===== src/design/rtsd_pkg.sv =====
// Shared types and constants for the significant-digit rounding block.
// Holds the sequencer state type and the decimal power tables.
// No dependencies.
package rtsd_pkg;

    localparam int POW_W      = 34;
    localparam int OUT_W      = 33;
    localparam int CNT_W      = 4;
    localparam logic [CNT_W-1:0] MAX_DIGITS = 4'd10;

    typedef enum logic [2:0] {
        ST_IDLE,
        ST_COUNT,
        ST_ADD,
        ST_DIV,
        ST_FINISH
    } state_t;

    // Ten to the power n, for n from 0 to 10.
    function automatic logic [POW_W-1:0] pow10(input logic [CNT_W-1:0] n);
        logic [POW_W-1:0] p;
        case (n)
            4'd0:    p = 34'd1;
            4'd1:    p = 34'd10;
            4'd2:    p = 34'd100;
            4'd3:    p = 34'd1000;
            4'd4:    p = 34'd10000;
            4'd5:    p = 34'd100000;
            4'd6:    p = 34'd1000000;
            4'd7:    p = 34'd10000000;
            4'd8:    p = 34'd100000000;
            4'd9:    p = 34'd1000000000;
            4'd10:   p = 34'd10000000000;
            default: p = 34'd10000000000;
        endcase
        return p;
    endfunction

    // Half of ten to the power n, rounded down, for n from 0 to 10.
    function automatic logic [POW_W-1:0] half10(input logic [CNT_W-1:0] n);
        logic [POW_W-1:0] h;
        case (n)
            4'd0:    h = 34'd0;
            4'd1:    h = 34'd5;
            4'd2:    h = 34'd50;
            4'd3:    h = 34'd500;
            4'd4:    h = 34'd5000;
            4'd5:    h = 34'd50000;
            4'd6:    h = 34'd500000;
            4'd7:    h = 34'd5000000;
            4'd8:    h = 34'd50000000;
            4'd9:    h = 34'd500000000;
            4'd10:   h = 34'd5000000000;
            default: h = 34'd5000000000;
        endcase
        return h;
    endfunction

endpackage


===== src/design/round_to_significant_digits.sv =====
// Rounds an unsigned value half-up to a number of significant decimal digits.
// Depends on rtsd_pkg for the state type and the decimal power tables.
//
// Usage: drive value and digits and raise start while busy is low; the
// transaction is accepted at that clock edge and the operands are captured.
// busy stays high until the result is delivered. The result appears on
// rounded, marked by valid for one cycle; it must be taken then, since the
// receiver has no way to stall the block.
// Steps: the sequencer first counts the digits of the value, then decides on
// the rounding add. If no digits are dropped the result follows at once;
// otherwise a restoring remainder unit works through the DATA_WIDTH+1 bits
// of the sum, one bit per cycle, and a last step forms the result. A new
// transaction can be started in the cycle that valid is high. Items are
// processed one at a time.
// Reset clears the sequencer and valid; no transaction is in flight after it.
module round_to_significant_digits #(
    parameter int DATA_WIDTH = 32
) (
    input  logic        clk,
    input  logic        rst_n,
    input  logic        start,
    output logic        busy,
    input  logic [31:0] value,
    input  logic [3:0]  digits,
    output logic        valid,
    output logic [32:0] rounded
);

    localparam int SUM_W  = DATA_WIDTH + 1;
    localparam int BCNT_W = $clog2(SUM_W);
    localparam logic [BCNT_W-1:0] BCNT_LAST = BCNT_W'(SUM_W - 1);

    rtsd_pkg::state_t state_reg, state_next;
    logic                          valid_reg, valid_next;
    logic [rtsd_pkg::CNT_W-1:0]    cnt_reg, cnt_next;
    logic [rtsd_pkg::CNT_W-1:0]    keep_reg, keep_next;
    logic [DATA_WIDTH-1:0]         val_reg, val_next;
    logic [SUM_W-1:0]              sum_reg, sum_next;
    logic [SUM_W-1:0]              sh_reg, sh_next;
    logic [rtsd_pkg::POW_W-1:0]    p_reg, p_next;
    logic [rtsd_pkg::POW_W-1:0]    rem_reg, rem_next;
    logic [BCNT_W-1:0]             bcnt_reg, bcnt_next;
    logic [rtsd_pkg::OUT_W-1:0]    rounded_reg, rounded_next;

    logic [rtsd_pkg::POW_W:0]      trial;
    logic [rtsd_pkg::CNT_W-1:0]    drop;

    assign busy    = (state_reg != rtsd_pkg::ST_IDLE);
    assign valid   = valid_reg;
    assign rounded = rounded_reg;

    always_comb
    begin
        state_next   = state_reg;
        valid_next   = 1'b0;
        cnt_next     = cnt_reg;
        keep_next    = keep_reg;
        val_next     = val_reg;
        sum_next     = sum_reg;
        sh_next      = sh_reg;
        p_next       = p_reg;
        rem_next     = rem_reg;
        bcnt_next    = bcnt_reg;
        rounded_next = rounded_reg;
        drop         = cnt_reg - keep_reg;
        trial        = {rem_reg, sh_reg[SUM_W-1]};

        case (state_reg)
            rtsd_pkg::ST_IDLE:
            begin
                if (start)
                begin
                    val_next   = value[DATA_WIDTH-1:0];
                    keep_next  = digits;
                    cnt_next   = '0;
                    state_next = rtsd_pkg::ST_COUNT;
                end
            end
            rtsd_pkg::ST_COUNT:
            begin
                // The value has at least cnt+1 digits when it reaches 10^cnt.
                if (cnt_reg != rtsd_pkg::MAX_DIGITS &&
                    rtsd_pkg::pow10(cnt_reg) <= rtsd_pkg::POW_W'(val_reg))
                begin
                    cnt_next = cnt_reg + 1'b1;
                end
                else
                begin
                    state_next = rtsd_pkg::ST_ADD;
                end
            end
            rtsd_pkg::ST_ADD:
            begin
                if (cnt_reg <= keep_reg)
                begin
                    rounded_next = rtsd_pkg::OUT_W'(val_reg);
                    valid_next   = 1'b1;
                    state_next   = rtsd_pkg::ST_IDLE;
                end
                else
                begin
                    p_next     = rtsd_pkg::pow10(drop);
                    sum_next   = SUM_W'(val_reg) + SUM_W'(rtsd_pkg::half10(drop));
                    sh_next    = SUM_W'(val_reg) + SUM_W'(rtsd_pkg::half10(drop));
                    rem_next   = '0;
                    bcnt_next  = BCNT_LAST;
                    state_next = rtsd_pkg::ST_DIV;
                end
            end
            rtsd_pkg::ST_DIV:
            begin
                // Restoring step: bring in the next sum bit, subtract p if it fits.
                if (trial >= {1'b0, p_reg})
                begin
                    rem_next = rtsd_pkg::POW_W'(trial - {1'b0, p_reg});
                end
                else
                begin
                    rem_next = trial[rtsd_pkg::POW_W-1:0];
                end
                sh_next = {sh_reg[SUM_W-2:0], 1'b0};
                if (bcnt_reg == '0)
                begin
                    state_next = rtsd_pkg::ST_FINISH;
                end
                else
                begin
                    bcnt_next = bcnt_reg - 1'b1;
                end
            end
            rtsd_pkg::ST_FINISH:
            begin
                // Rounding down to a multiple of p is the sum less its remainder.
                rounded_next = rtsd_pkg::OUT_W'(sum_reg - rem_reg[SUM_W-1:0]);
                valid_next   = 1'b1;
                state_next   = rtsd_pkg::ST_IDLE;
            end
            default:
            begin
                state_next = rtsd_pkg::ST_IDLE;
            end
        endcase
    end

    always_ff @(posedge clk or negedge rst_n)
    begin
        if (!rst_n)
        begin
            state_reg <= rtsd_pkg::ST_IDLE;
            valid_reg <= 1'b0;
            cnt_reg   <= '0;
            bcnt_reg  <= '0;
        end
        else
        begin
            state_reg <= state_next;
            valid_reg <= valid_next;
            cnt_reg   <= cnt_next;
            bcnt_reg  <= bcnt_next;
        end
    end

    always_ff @(posedge clk)
    begin
        keep_reg    <= keep_next;
        val_reg     <= val_next;
        sum_reg     <= sum_next;
        sh_reg      <= sh_next;
        p_reg       <= p_next;
        rem_reg     <= rem_next;
        rounded_reg <= rounded_next;
    end

endmodule

===== config.mk =====
export PLATFORM = sky130hd
export DESIGN_NAME = round_to_significant_digits
export DESIGN_NICKNAME = d
export VERILOG_FILES = /design/src/design/rtsd_pkg.sv /design/src/design/round_to_significant_digits.sv
export SDC_FILE = /design/constraint.sdc
export NUM_CORES = 1
export LEC_CHECK = 0
export ABC_AREA = 1
export BUFFER_PORTS_ARGS = -buffer_cell sky130_fd_sc_hd__buf_2
export CAP_MARGIN = 0
export CORE_MARGIN = 1.5
export CORE_UTILIZATION = 60
export DETAILED_ROUTE_END_ITERATION = 12
export PLACE_DENSITY = 0.86
export SYNTH_ARGS = -nofsm -noshare
export SYNTH_HDL_FRONTEND = slang
export SYNTH_SLANG_ARGS = --single-unit

===== constraint.sdc =====
create_clock -name clk -period 5.1 [get_ports clk]
set_input_delay 0.255 -clock clk [delete_from_list [all_inputs] [get_ports clk]]
set_output_delay 0.255 -clock clk [all_outputs]
set_load 0.03 [all_outputs]

== Word-level counts from Yosys, hierarchy flattened ==
Memory sizes are Yosys's and may differ from the RTL's. A register that Yosys moved wholly into a read port is not among the register bits.
Index checks and enable logic that the tools add are counted.

* Register bits: 217
* ROM bits: 2016
* Input port bits: 39
* Output and inout bits: 35
* Word-level logic and storage cells: 77
* Memories kept: 4

* $add $sub $neg: 7
* Magnitude comparators: 3
* Eq/ne operators: 12
* Muxes and demuxes: 25
* Bitwise gates (word level): 1
* Reduce and logical (&&, ||, !) cells: 14

{| class="wikitable"
|+ Memory list
! name !! words !! width !! read ports !! clocked after memory_dff !! wr ports !! line !! RTL
|-
| (no name shown) || 16 || 32 || 1 || 0 || 0 || rtsd_pkg.sv:22 || <nowiki>case (n)</nowiki>
|-
| (no name shown) || 16 || 32 || 1 || 1 || 0 || rtsd_pkg.sv:22 ||
|-
| (no name shown) || 16 || 31 || 1 || 0 || 0 || rtsd_pkg.sv:42 || <nowiki>case (n)</nowiki>
|-
| (no name shown) || 16 || 31 || 1 || 0 || 0 || rtsd_pkg.sv:42 ||
|}

{| class="wikitable"
|+ Operators with widths
! kind !! number
|-
| $mux 33 || 6
|-
| $pmux 33 s2 || 2
|-
| $mux 34 || 3
|-
| $pmux 34 s2 || 1
|-
| $add 32x33->33 || 2
|-
| $ge 35x34->1 || 1
|-
| $le 34x32->1 || 1
|-
| $sub 34x34->34 || 1
|-
| $sub 33x33->33 || 1
|-
| $ne 2x2->1 const B || 7
|-
| $mux 6 || 2
|-
| $pmux 3 s4 || 1
|-
| $pmux 6 s2 || 1
|-
| $mux 3 || 3
|-
| $reduce_and 3->1 || 3
|-
| $mux 4 || 2
|-
| $pmux 4 s2 || 1
|-
| $reduce_and 2->1 || 4
|-
| $eq 3x2->1 const B || 2
|-
| $logic_not 6->1 || 1
|-
| $reduce_bool 2->1 || 3
|-
| $sub 6x1->6 const B || 1
|-
| $add 4x1->4 const B || 1
|-
| $le 4x4->1 || 1
|-
| other kinds (11) || 11
|}

== Longest topological paths before layout ==
Gate-level depths: netlist (run 1).
An unclocked memory read counts as a cell.

* Depth in word-level cells: 7
* Mapped depth: 25
* Mapped depth without buffers: 25

== Worst setup path before layout (run 1) ==
No wires, ideal clock.

* Path kind: reg2reg
* Start point: reg cnt_reg[0] (netlist bit)
* End point: reg sum_reg[23] (data pin)
* Setup time: 0.255 ns
* Arrival: 3.489 ns
* Data required time: 4.845 ns
* Path slack: 1.356 ns
* Cell stages (with the launch flop): 21
* Buffers on the path: 1
* Period minus slack after synthesis: 3.744 ns
* Cells stage by stage: dfrtp_1 -> inv_1 -> ha_1 -> inv_1 -> fa_1 -> or2_2 -> nand2_1 -> inv_1 -> clkbuf_1 -> o21ai_0 -> nor2_1 -> ha_1 -> a21oi_1 -> inv_1 -> nand2_1 -> nand3_1 -> nand3_1 -> nand2_1 -> a21oi_1 -> nand2_1 -> and2_1

* Word-level cells in the longest chain between the ends: 5

{| class="wikitable"
|+ Ends and longest elaborated chain
! element !! line !! RTL
|-
| start, declared || round_to_significant_digits.sv:35 || <nowiki>logic [rtsd_pkg::CNT_W-1:0] cnt_reg, cnt_next;</nowiki>
|-
| start signal, assigned || round_to_significant_digits.sv:158 || <nowiki>cnt_reg <= cnt_next;</nowiki>
|-
| $sub 4x4->4 || round_to_significant_digits.sv:65 || <nowiki>drop = cnt_reg - keep_reg;</nowiki>
|-
| $mem_v2 16x31 || -- ||
|-
| $mux 33 || round_to_significant_digits.sv:94 || <nowiki>if (cnt_reg <= keep_reg)</nowiki>
|-
| $mux 33 || round_to_significant_digits.sv:68 || <nowiki>case (state_reg)</nowiki>
|-
| $add 32x33->33 || round_to_significant_digits.sv:103 || <nowiki>sum_next = SUM_W'(val_reg) + SUM_W'(rtsd_pkg::half10(drop));</nowiki>
|-
| end signal, assigned || round_to_significant_digits.sv:167 || <nowiki>sum_reg <= sum_next;</nowiki>
|-
| end, declared || round_to_significant_digits.sv:38 || <nowiki>logic [SUM_W-1:0] sum_reg, sum_next;</nowiki>
|}

No other way between the ends. The select of a mux whose other input is x is not followed.
A chain may end at the register's enable or synchronous reset.

== Worst setup path after layout (run 1) ==
* Start point: reg cnt_reg[0] (netlist bit)
* End point: reg sh_reg[22] (data pin)

* Word-level cells in the longest chain between the ends: 7

{| class="wikitable"
|+ Ends and longest elaborated chain
! element !! line !! RTL
|-
| $sub 4x4->4 || round_to_significant_digits.sv:65 ||
|-
| $mem_v2 16x31 || -- ||
|-
| $mux 33 || round_to_significant_digits.sv:94 ||
|-
| $mux 33 || round_to_significant_digits.sv:68 ||
|-
| $add 32x33->33 || round_to_significant_digits.sv:104 || <nowiki>sh_next = SUM_W'(val_reg) + SUM_W'(rtsd_pkg::half10(drop));</nowiki>
|-
| $mux 33 || round_to_significant_digits.sv:94 ||
|-
| $pmux 33 s2 || round_to_significant_digits.sv:68 ||
|-
| net sh_next[22] || round_to_significant_digits.sv:39 || <nowiki>logic [SUM_W-1:0] sh_reg, sh_next;</nowiki>
|-
| end signal, assigned || round_to_significant_digits.sv:168 || <nowiki>sh_reg <= sh_next;</nowiki>
|-
| end, declared || round_to_significant_digits.sv:39 ||
|}

The timed path passes the listed nets, and every way through them passes these cells. The select of a mux whose other input is x is not followed.

==> summary by stage, run 1 <==
Cells and area
The library cells used most frequently in the layout, excluding fill and tap cells, are sky130_fd_sc_hd__nand2_1 (613), sky130_fd_sc_hd__inv_1 (300), sky130_fd_sc_hd__nor2_1 (237). The commonest non-fill, non-tap cell in the layout is sky130_fd_sc_hd__nand2_1. The antenna diode count is 0. The layout overhead on the synthesized area is 11.4%. The number of nets in the layout is ~2500. The flip-flop count of the largest register, all copies and words added is 34.

After routing the design area is 18000 um^2. The final standard cell utilization of the core is 0.686. Counting the fill cells in the layout gives about 2200. The fraction of layout instances using a drive strength above 1 is 0.0736.

STA
The sum of negative setup slack is 0 ps. The max-slew violation count is 0. The routed design could run at a clock period as short as about 4500 ps. The worst-margin pin slew is around 1100 ps. The worst slew margin relative to its limit is 0.267. The maximum clock rate is approximately 220 MHz. The clock skew after layout is around 17 ps.

Setup repair after global routing left no endpoint under its margin. The total count of hold-check failures in the final report was 0. Dividing the final minimum period by the clock period gives 0.879. Setup violations remaining at the end of the flow were counted as 0.

Clock tree
The CTS H-tree depth is 1. Clock-pin slew was measured on the worst setup and hold paths at approximately 60 ps. The maximum buffer depth of the clock tree is 3. In this run, post-CTS repair resized a total of 0 instances.

The clock tree from TritonCTS is yes. The number of clock buffers added by TritonCTS is 24. Counting every sink on the clock net gives 209. The later pin in the worst-skew pair is clocked with a latency of 540 ps. The root buffer cell is sky130_fd_sc_hd__clkbuf_16.

GRT
The met2 global-route usage is 0.633. The pin count of the biggest net entering global routing is 66. For met3 alone, demand over resource in global routing was 0.0567. In the global route stage, overall resource usage came out at 0.387. The met1 global-route usage is 0.504.

The via count of the first global-routing pass is 14826. The global-route wire length before repair is about 82000 um. The residual overflow from global routing is 0.

The initial antenna violation count is 0. The most heavily used metal layer in global routing is met2.

Synth
The number of flops mapped to enable cells by yosys is 195. The largest total area in the synthesized netlist belongs to sky130_fd_sc_hd__edfxtp_1. The unique cell type count in the Yosys netlist is 49. Among all flip-flop cells after synthesis, the most frequent one is sky130_fd_sc_hd__edfxtp_1. The share of synthesized flip-flops with an asynchronous set or reset is 0.0670. The Yosys warning count is 0.

For this run, the register share of the synthesized area comes to 0.384. Counting every instance in the synthesized netlist gives 2165. The summed instance area of the synthesized netlist is 16200 um^2. The share of Yosys cell area claimed by the top area cell type is 0.362. Counting flops and latches in the post-synthesis netlist gives about 210. The net count of the mapped netlist is 2352.

By area the synthesized netlist is led by sky130_fd_sc_hd__edfxtp_1 (36%), sky130_fd_sc_hd__nand2_1 (14%), sky130_fd_sc_hd__ha_1 (11%). The average size of a mapped cell is approximately 7.5 um^2.

Setup path
The signal on the critical path passes through inv_1 > ha_1 > inv_1 > fa_1 > inv_1 > ha_1 > nand2_1 > nor2_1 > ha_1 > fa_1 > nand3_1 > and2_1 > o21ai_1 > nand2_1 > nand2_1 > a21oi_1 > inv_1 > nand2_1 > nand3_1 > nand2_1. The critical path in this run is classified as reg -> reg. For the worst setup path, the data required time is 5390 ps. Broken down by cell family, the worst path's largest delay share belongs to adder cells. The longest individual stage delay on the worst path is about 520 ps.

The dominant cell type by count on the critical path is sky130_fd_sc_hd__nand2_1. The kind of start point of the critical path is a flip-flop. The nature of the critical path endpoint is a flip-flop. The worst-path maximum fanout is 7. The slowest stage of the critical path is the sky130_fd_sc_hd__fa_1 cell. The buffers plus inverters on the worst setup path is 4. The data arrival at the endpoint of the critical path is ~4800 ps.

Flow run
The max-cap check violation count is 0.

Worst hold path
The min-delay analysis places its worst path in the category in -> reg.

Power and ir drop
The worst IR drop on VDD is around 0.54 mV. In this run the power density over the cells is around 590 nW/um^2. The internal portion of the total power is roughly 5.4 mW.

The proportion of power drawn by combinational gates is 0.569. The leakage power is between 8 and 9 nW. The share of total power dissipated in the clock network is 0.155. Of the total power, the share spent switching nets is 0.494. The sequential share of power is 0.276.

In this run the power spent charging and discharging nets is between 5 and 6 mW.

Floorplan
The floorplan has 59 rows. The initial utilization of the core area, before any placement, comes to 0.616. The total area inside the core boundary comes to 26300 um^2. The floorplan die width is 167 um. 74 I/O pins were placed. In this run the vertical extent of the chip is roughly 170 um. The floorplan die area is between 20000 and 30000 um^2.

Placement
The placer's final routability congestion estimate is 1.00. Once detailed placement completed, the half-perimeter wirelength came to 43200 um. The post-detailed-placement cell area is between 15000 and 20000 um^2. During placement, the flow inserted port buffers numbering 73.

Routing
Before antenna repair, the detailed router went through 8 iterations. The via count is ~15000. The first routing iteration left 1631 violations. The remaining design rule violation count is 0. The routed wire length is between 50000 and 60000 um. The post-detailed-route wirelength per cell is between 20 and 25 um. Using the TritonRoute via totals, the vias-per-cell ratio works out to between 5 and 6. The remaining antenna violation count after routing is 0.

Outcome
The run finished with clean final reports.
## cell families after synthesis
family,count (synthesis),synth area share
AO/OA/AOI/OAI,307,0.101
XOR/XNOR,56,0.0303
adder cells (fa/ha/maj),148,0.116
buffers and inverters,345,0.0820
flip-flops,209,0.384
AND/OR/NAND/NOR,1100,0.287
## per-stage QoR
| step | hold WS, ps | power, mW | instances | worst slack, ps |
|---|---|---|---|---|
| after CTS | 53.4 | 10.6 | 2630 | 726 |
| after floorplan | -40.6 | 7.01 | 2165 | 1360 |
| final | 65.1 | 10.7 | 2630 | 618 |
| after global placement | 165 | 8.78 | 2552 | 667 |
| after detailed placement | 167 | 8.86 | 2552 | 745 |
| after global routing | 140 | 11.4 | 2630 | 416 |
## layer usage
layer / share of wire / vias to the layer above
li1: - / 7347
met1: 0.40 / 7167
met2: 0.45 / 751
met3: 0.088 / 163
met4: 0.058 / 0
met5: 0 / -
## cells in the mapped netlist, types with 2 or more instances
cell,count
sky130_fd_sc_hd__nand2_1,614
sky130_fd_sc_hd__inv_1,302
sky130_fd_sc_hd__nor2_1,238
sky130_fd_sc_hd__edfxtp_1,195
sky130_fd_sc_hd__a21oi_1,146
sky130_fd_sc_hd__ha_1,144
sky130_fd_sc_hd__nand3_1,142
sky130_fd_sc_hd__o21ai_0,110
sky130_fd_sc_hd__xor2_1,42
sky130_fd_sc_hd__nor3_1,25
sky130_fd_sc_hd__nand4_1,21
sky130_fd_sc_hd__clkbuf_1,18
sky130_fd_sc_hd__dfrtp_1,14
sky130_fd_sc_hd__xnor2_1,14
sky130_fd_sc_hd__and2_1,13
sky130_fd_sc_hd__buf_2,11
sky130_fd_sc_hd__o21ai_1,10
sky130_fd_sc_hd__a21o_1,9
sky130_fd_sc_hd__nand2_2,9
sky130_fd_sc_hd__o21bai_1,9
sky130_fd_sc_hd__inv_2,8
sky130_fd_sc_hd__nand3b_1,8
sky130_fd_sc_hd__or2_2,8
sky130_fd_sc_hd__a31oi_1,7
sky130_fd_sc_hd__nor4_1,5
sky130_fd_sc_hd__o21a_1,5
sky130_fd_sc_hd__fa_1,4
sky130_fd_sc_hd__nor2_2,4
sky130_fd_sc_hd__nor2_4,4
sky130_fd_sc_hd__a211oi_1,2
sky130_fd_sc_hd__a21boi_0,2
sky130_fd_sc_hd__buf_1,2
sky130_fd_sc_hd__buf_6,2
sky130_fd_sc_hd__o21ai_2,2
sky130_fd_sc_hd__o22ai_1,2
## final timing paths
check / cells past startpoint / slack (ps) / endpoint / from
max reg2reg: 20 / 620 / sh_reg[22] / cnt_reg[0]
max in group asynchronous: 2 / 4690 / valid / rst_n
min reg2reg: 1 / 500 / bcnt_reg[0] / bcnt_reg[0]
max: 20 / 620 / sh_reg[22] / cnt_reg[0]
min in group asynchronous: 2 / 160 / bcnt_reg[5] / rst_n
min: 5 / 70 / state_reg[0] / start
## worst min-delay path: cells and delay by family
| kind | cells | cell delay, ps |
|---|---|---|
| and+or+nand+nor | 2 | 140 |
| buffers and inverters | 3 | 180 |
## power groups by stage
stage	clock network [mW]	registers [mW]	logic, mW
after floorplan	0	2.96	4.04
after global placement	0	2.96	5.82
after detailed placement	0	2.97	5.89
after CTS	1.66	2.94	5.96
after global routing	1.72	2.98	6.69
final	1.65	2.96	6.10
## final cells by class
type | count | area [um^2] | share of cell area
multi-input cells | 1611 | 8660 | 0.481
well taps | 335 | 419 | 0.0233
clock inverters | 9 | 52.6 | 0.00292
repair buffers | 122 | 826 | 0.0458
inverters | 312 | 1170 | 0.0651
flip-flops and latches | 209 | 6210 | 0.344
clock buffers | 32 | 683 | 0.0379
## repair_timing
item,CTS,global route
hold buffers,37,0
setup buffers,0,0
hold endpoints to repair,50,0
endpoints found under the setup margin,0,0
(Power assumes the default switching activity.)
==> run 2: changes to the inputs <==
--- a/config.mk
+++ b/config.mk
@@ -11,7 +11,7 @@
 export CORE_MARGIN = 1.5
 export CORE_UTILIZATION = 60
 export DETAILED_ROUTE_END_ITERATION = 12
-export PLACE_DENSITY = 0.86
+export PLACE_DENSITY = 0.8
 export SYNTH_ARGS = -nofsm -noshare
 export SYNTH_HDL_FRONTEND = slang
 export SYNTH_SLANG_ARGS = --single-unit
==> summary by stage, run 2 (same netlist as run 1, synthesis figures left out) <==
STA
Setup repair after global routing left no endpoint under its margin. The worst-margin pin slew is between 1000 and 1500 ps. The total count of hold-check failures in the final report is 0. Measured against its own limit, the worst slew margin works out to 0.186. The post-layout worst setup margin is between 500 and 600 ps. For the finished layout, the period the worst path requires is 4550 ps. The maximum clock rate is 220 MHz. The clock arrives with ~13 ps of skew. After routing, the total negative slack on setup checks comes to 0 ps. In the finished design, the share of the clock period the worst path needs comes to 0.892. The max-slew violation count is 0. The final number of setup-violating endpoints is 0.

Clock tree
The clock sink total is between 200 and 250. CTS built an H-tree with a depth of 1. Counting along the longest clock path gives a buffer depth of 3. CTS placed an instance of sky130_fd_sc_hd__clkbuf_16 at the clock tree root.

The clock reaches the later pin of the worst-skew pair after about 540 ps. After clock tree synthesis, the clock-pin slew on the worst setup and hold paths is approximately 60 ps. The number of post-CTS setup repair buffers is 0.

The number of gates resized after CTS was 0. TritonCTS built the clock tree. TritonCTS created 24 clock buffers. The number of buffers inserted by hold repair at cts is 37.

GRT
The global routing usage summed across all routing layers is 0.390. The via count of the first global-routing pass was 14717. The pin count of the biggest net entering global routing is 66. The initial antenna violation count was 1.

The residual overflow from global routing is 0. The first global-routing pass estimated 82500 um of wire.

Routing
The detailed router finished its first iteration with approximately 1800 violations. In the routed layout, each cell is associated on average with a via count of 5.90. The post-detailed-route wirelength per cell is ~21 um.

Summed over all layers, the routed wires come to about 55000 um. The routed layout has roughly 16000 vias. After detailed routing, the number of remaining DRC violations is 0. The detailed-routing iteration count for the pre-antenna-repair pass is 6. The remaining antenna violation count after routing is 0.

Flow run
The max-cap check violation count is 0.

Floorplan
The number of core rows is 59. Pin placement for this block handled 74 I/O pins. In this run the vertical extent of the chip is roughly 170 um. The floorplan die area is ~28000 um^2. The floorplan die width is 167 um. The starting density of the core is 0.616. The placeable core area is about 26000 um^2.

Placement
The post-detailed-placement half-perimeter wirelength is 42900 um. OpenSTA, run right after detailed placement, puts the worst setup slack at between 600 and 700 ps. The number of buffers added on ports is 73. The placer's final routability congestion estimate is ~1.0.

Setup path
In this run the critical register-to-register path is captured at sh_reg[10]. In this design, the stage delay of the slowest critical-path cell is 490 ps. In this run the critical register-to-register path is launched from cnt_reg[0]. The cell family contributing the most delay on the critical path is simple AND/OR/NAND/NOR gates. The setup path with the least slack is of type reg -> reg. The largest individual stage delay along the critical path comes from the cell sky130_fd_sc_hd__xor2_1. The cell that appears most often on the critical path is sky130_fd_sc_hd__nand2_1. The worst-path maximum fanout is 13. Data on the critical path is required at its endpoint by 5500 ps. The kind of start point of the critical path is a flip-flop.

Tracing the worst setup path back leads to its startpoint at cnt_reg[0]. The register-to-register setup slack is roughly 550 ps. The cell count of the worst reg-to-reg path is 19. Data arrives at the worst endpoint at 4950 ps. The nature of the critical path endpoint is a flip-flop. Walking the worst path, the cells encountered are inv_1 > ha_1 > inv_1 > fa_1 > or2_2 > nand2_1 > inv_1 > nor2_1 > inv_1 > nor2_1 > ha_1 > nand3_1 > and2_1 > o21ai_1 > nand2_1 > nand2_1 > xor2_1 > nand2_1 > nand2_1. The number of buffers and inverters on the critical path is 4.

Cells and area
The library cells used most frequently in the layout, excluding fill and tap cells, are sky130_fd_sc_hd__nand2_1 (613), sky130_fd_sc_hd__inv_1 (300), sky130_fd_sc_hd__nor2_1 (237). The register with the most flip-flops in the layout has 34 of them. The library cell used most frequently in the layout, excluding fill and tap cells, is sky130_fd_sc_hd__nand2_1. In the final design database the tool counted roughly 2500 nets. The final standard cell utilization of the core is 0.688. In the final layout, the share of cells above drive strength 1 is 0.0736. Relative to the synthesized area, the layout overhead comes to 11.7%.

Worst hold path
The startpoint of the most critical hold path is start. The hold-critical path endpoint is state_reg[0]. The type of the worst min-delay path is in -> reg. Counting instances, the worst hold path has a depth of 5.

Outcome
The flow ran to the end, and the final reports show no timing, DRC or antenna violations.

Power and ir drop
The worst IR drop on VDD is between 0.3 and 0.4 mV. The leakage power is slightly below 9 nW. Power spread over the standard cell area amounts to between 600 and 700 nW/um^2.
[run 2: worst max-delay path by stage]
stage                     cells after the start           to  slack (ps)
final                                        19   sh_reg[10]         550
after floorplan                              20  sum_reg[23]        1360
after CTS                                    22   sh_reg[20]         680
after global routing                         22   sh_reg[20]         300
after detailed placement                     19   sh_reg[10]         690
after global placement                       20   sh_reg[22]         710
[run 2: layer usage]
layer  global-route usage  share of wire  vias to the layer above
met3               0.0648          0.093                      158
met1                0.503           0.40                     7197
met2                0.649           0.46                      851
met4                0.175          0.050                        0
li1                     -              -                     7331
met5                    0              0                        -
[run 2: layout make-up]
class                      instances  area (um^2)
antenna                            1         2.50
clock buffer                      29          641
clock inverter                    15          161
fill                            2220         8210
inverter                         312         1170
multi-input combinational       1611         8660
sequential                       209         6210
tap                              335          419
timing repair buffer             120          811
[run 2: report_power, final]
group	switching (mW)	total [mW]	leakage (nW)	internal [mW]
clock	0.737	1.79	0.395	1.05
combinational	4.35	6.15	6.31	1.80
sequential	0.292	2.96	1.98	2.67
total	5.38	10.9	8.68	5.53
[run 2: worst min-delay path: cells and delay by family]
family	cells	cell delay [ps]
simple gates	2	140
buf+inv	3	180
[run 2: stage by stage]
step | power (mW) | hold slack (ps) | cells | instance area [um^2]
floorplan | 7.01 | -40.6 | 2165 | 16200
global placement | 8.77 | 160 | 2550 | 16900
detailed placement | 8.87 | 162 | 2550 | 16900
CTS | 10.7 | 72.3 | 2631 | 18100
global route | 11.5 | 142 | 2631 | 18100
finish | 10.9 | 78.5 | 2632 | 18100
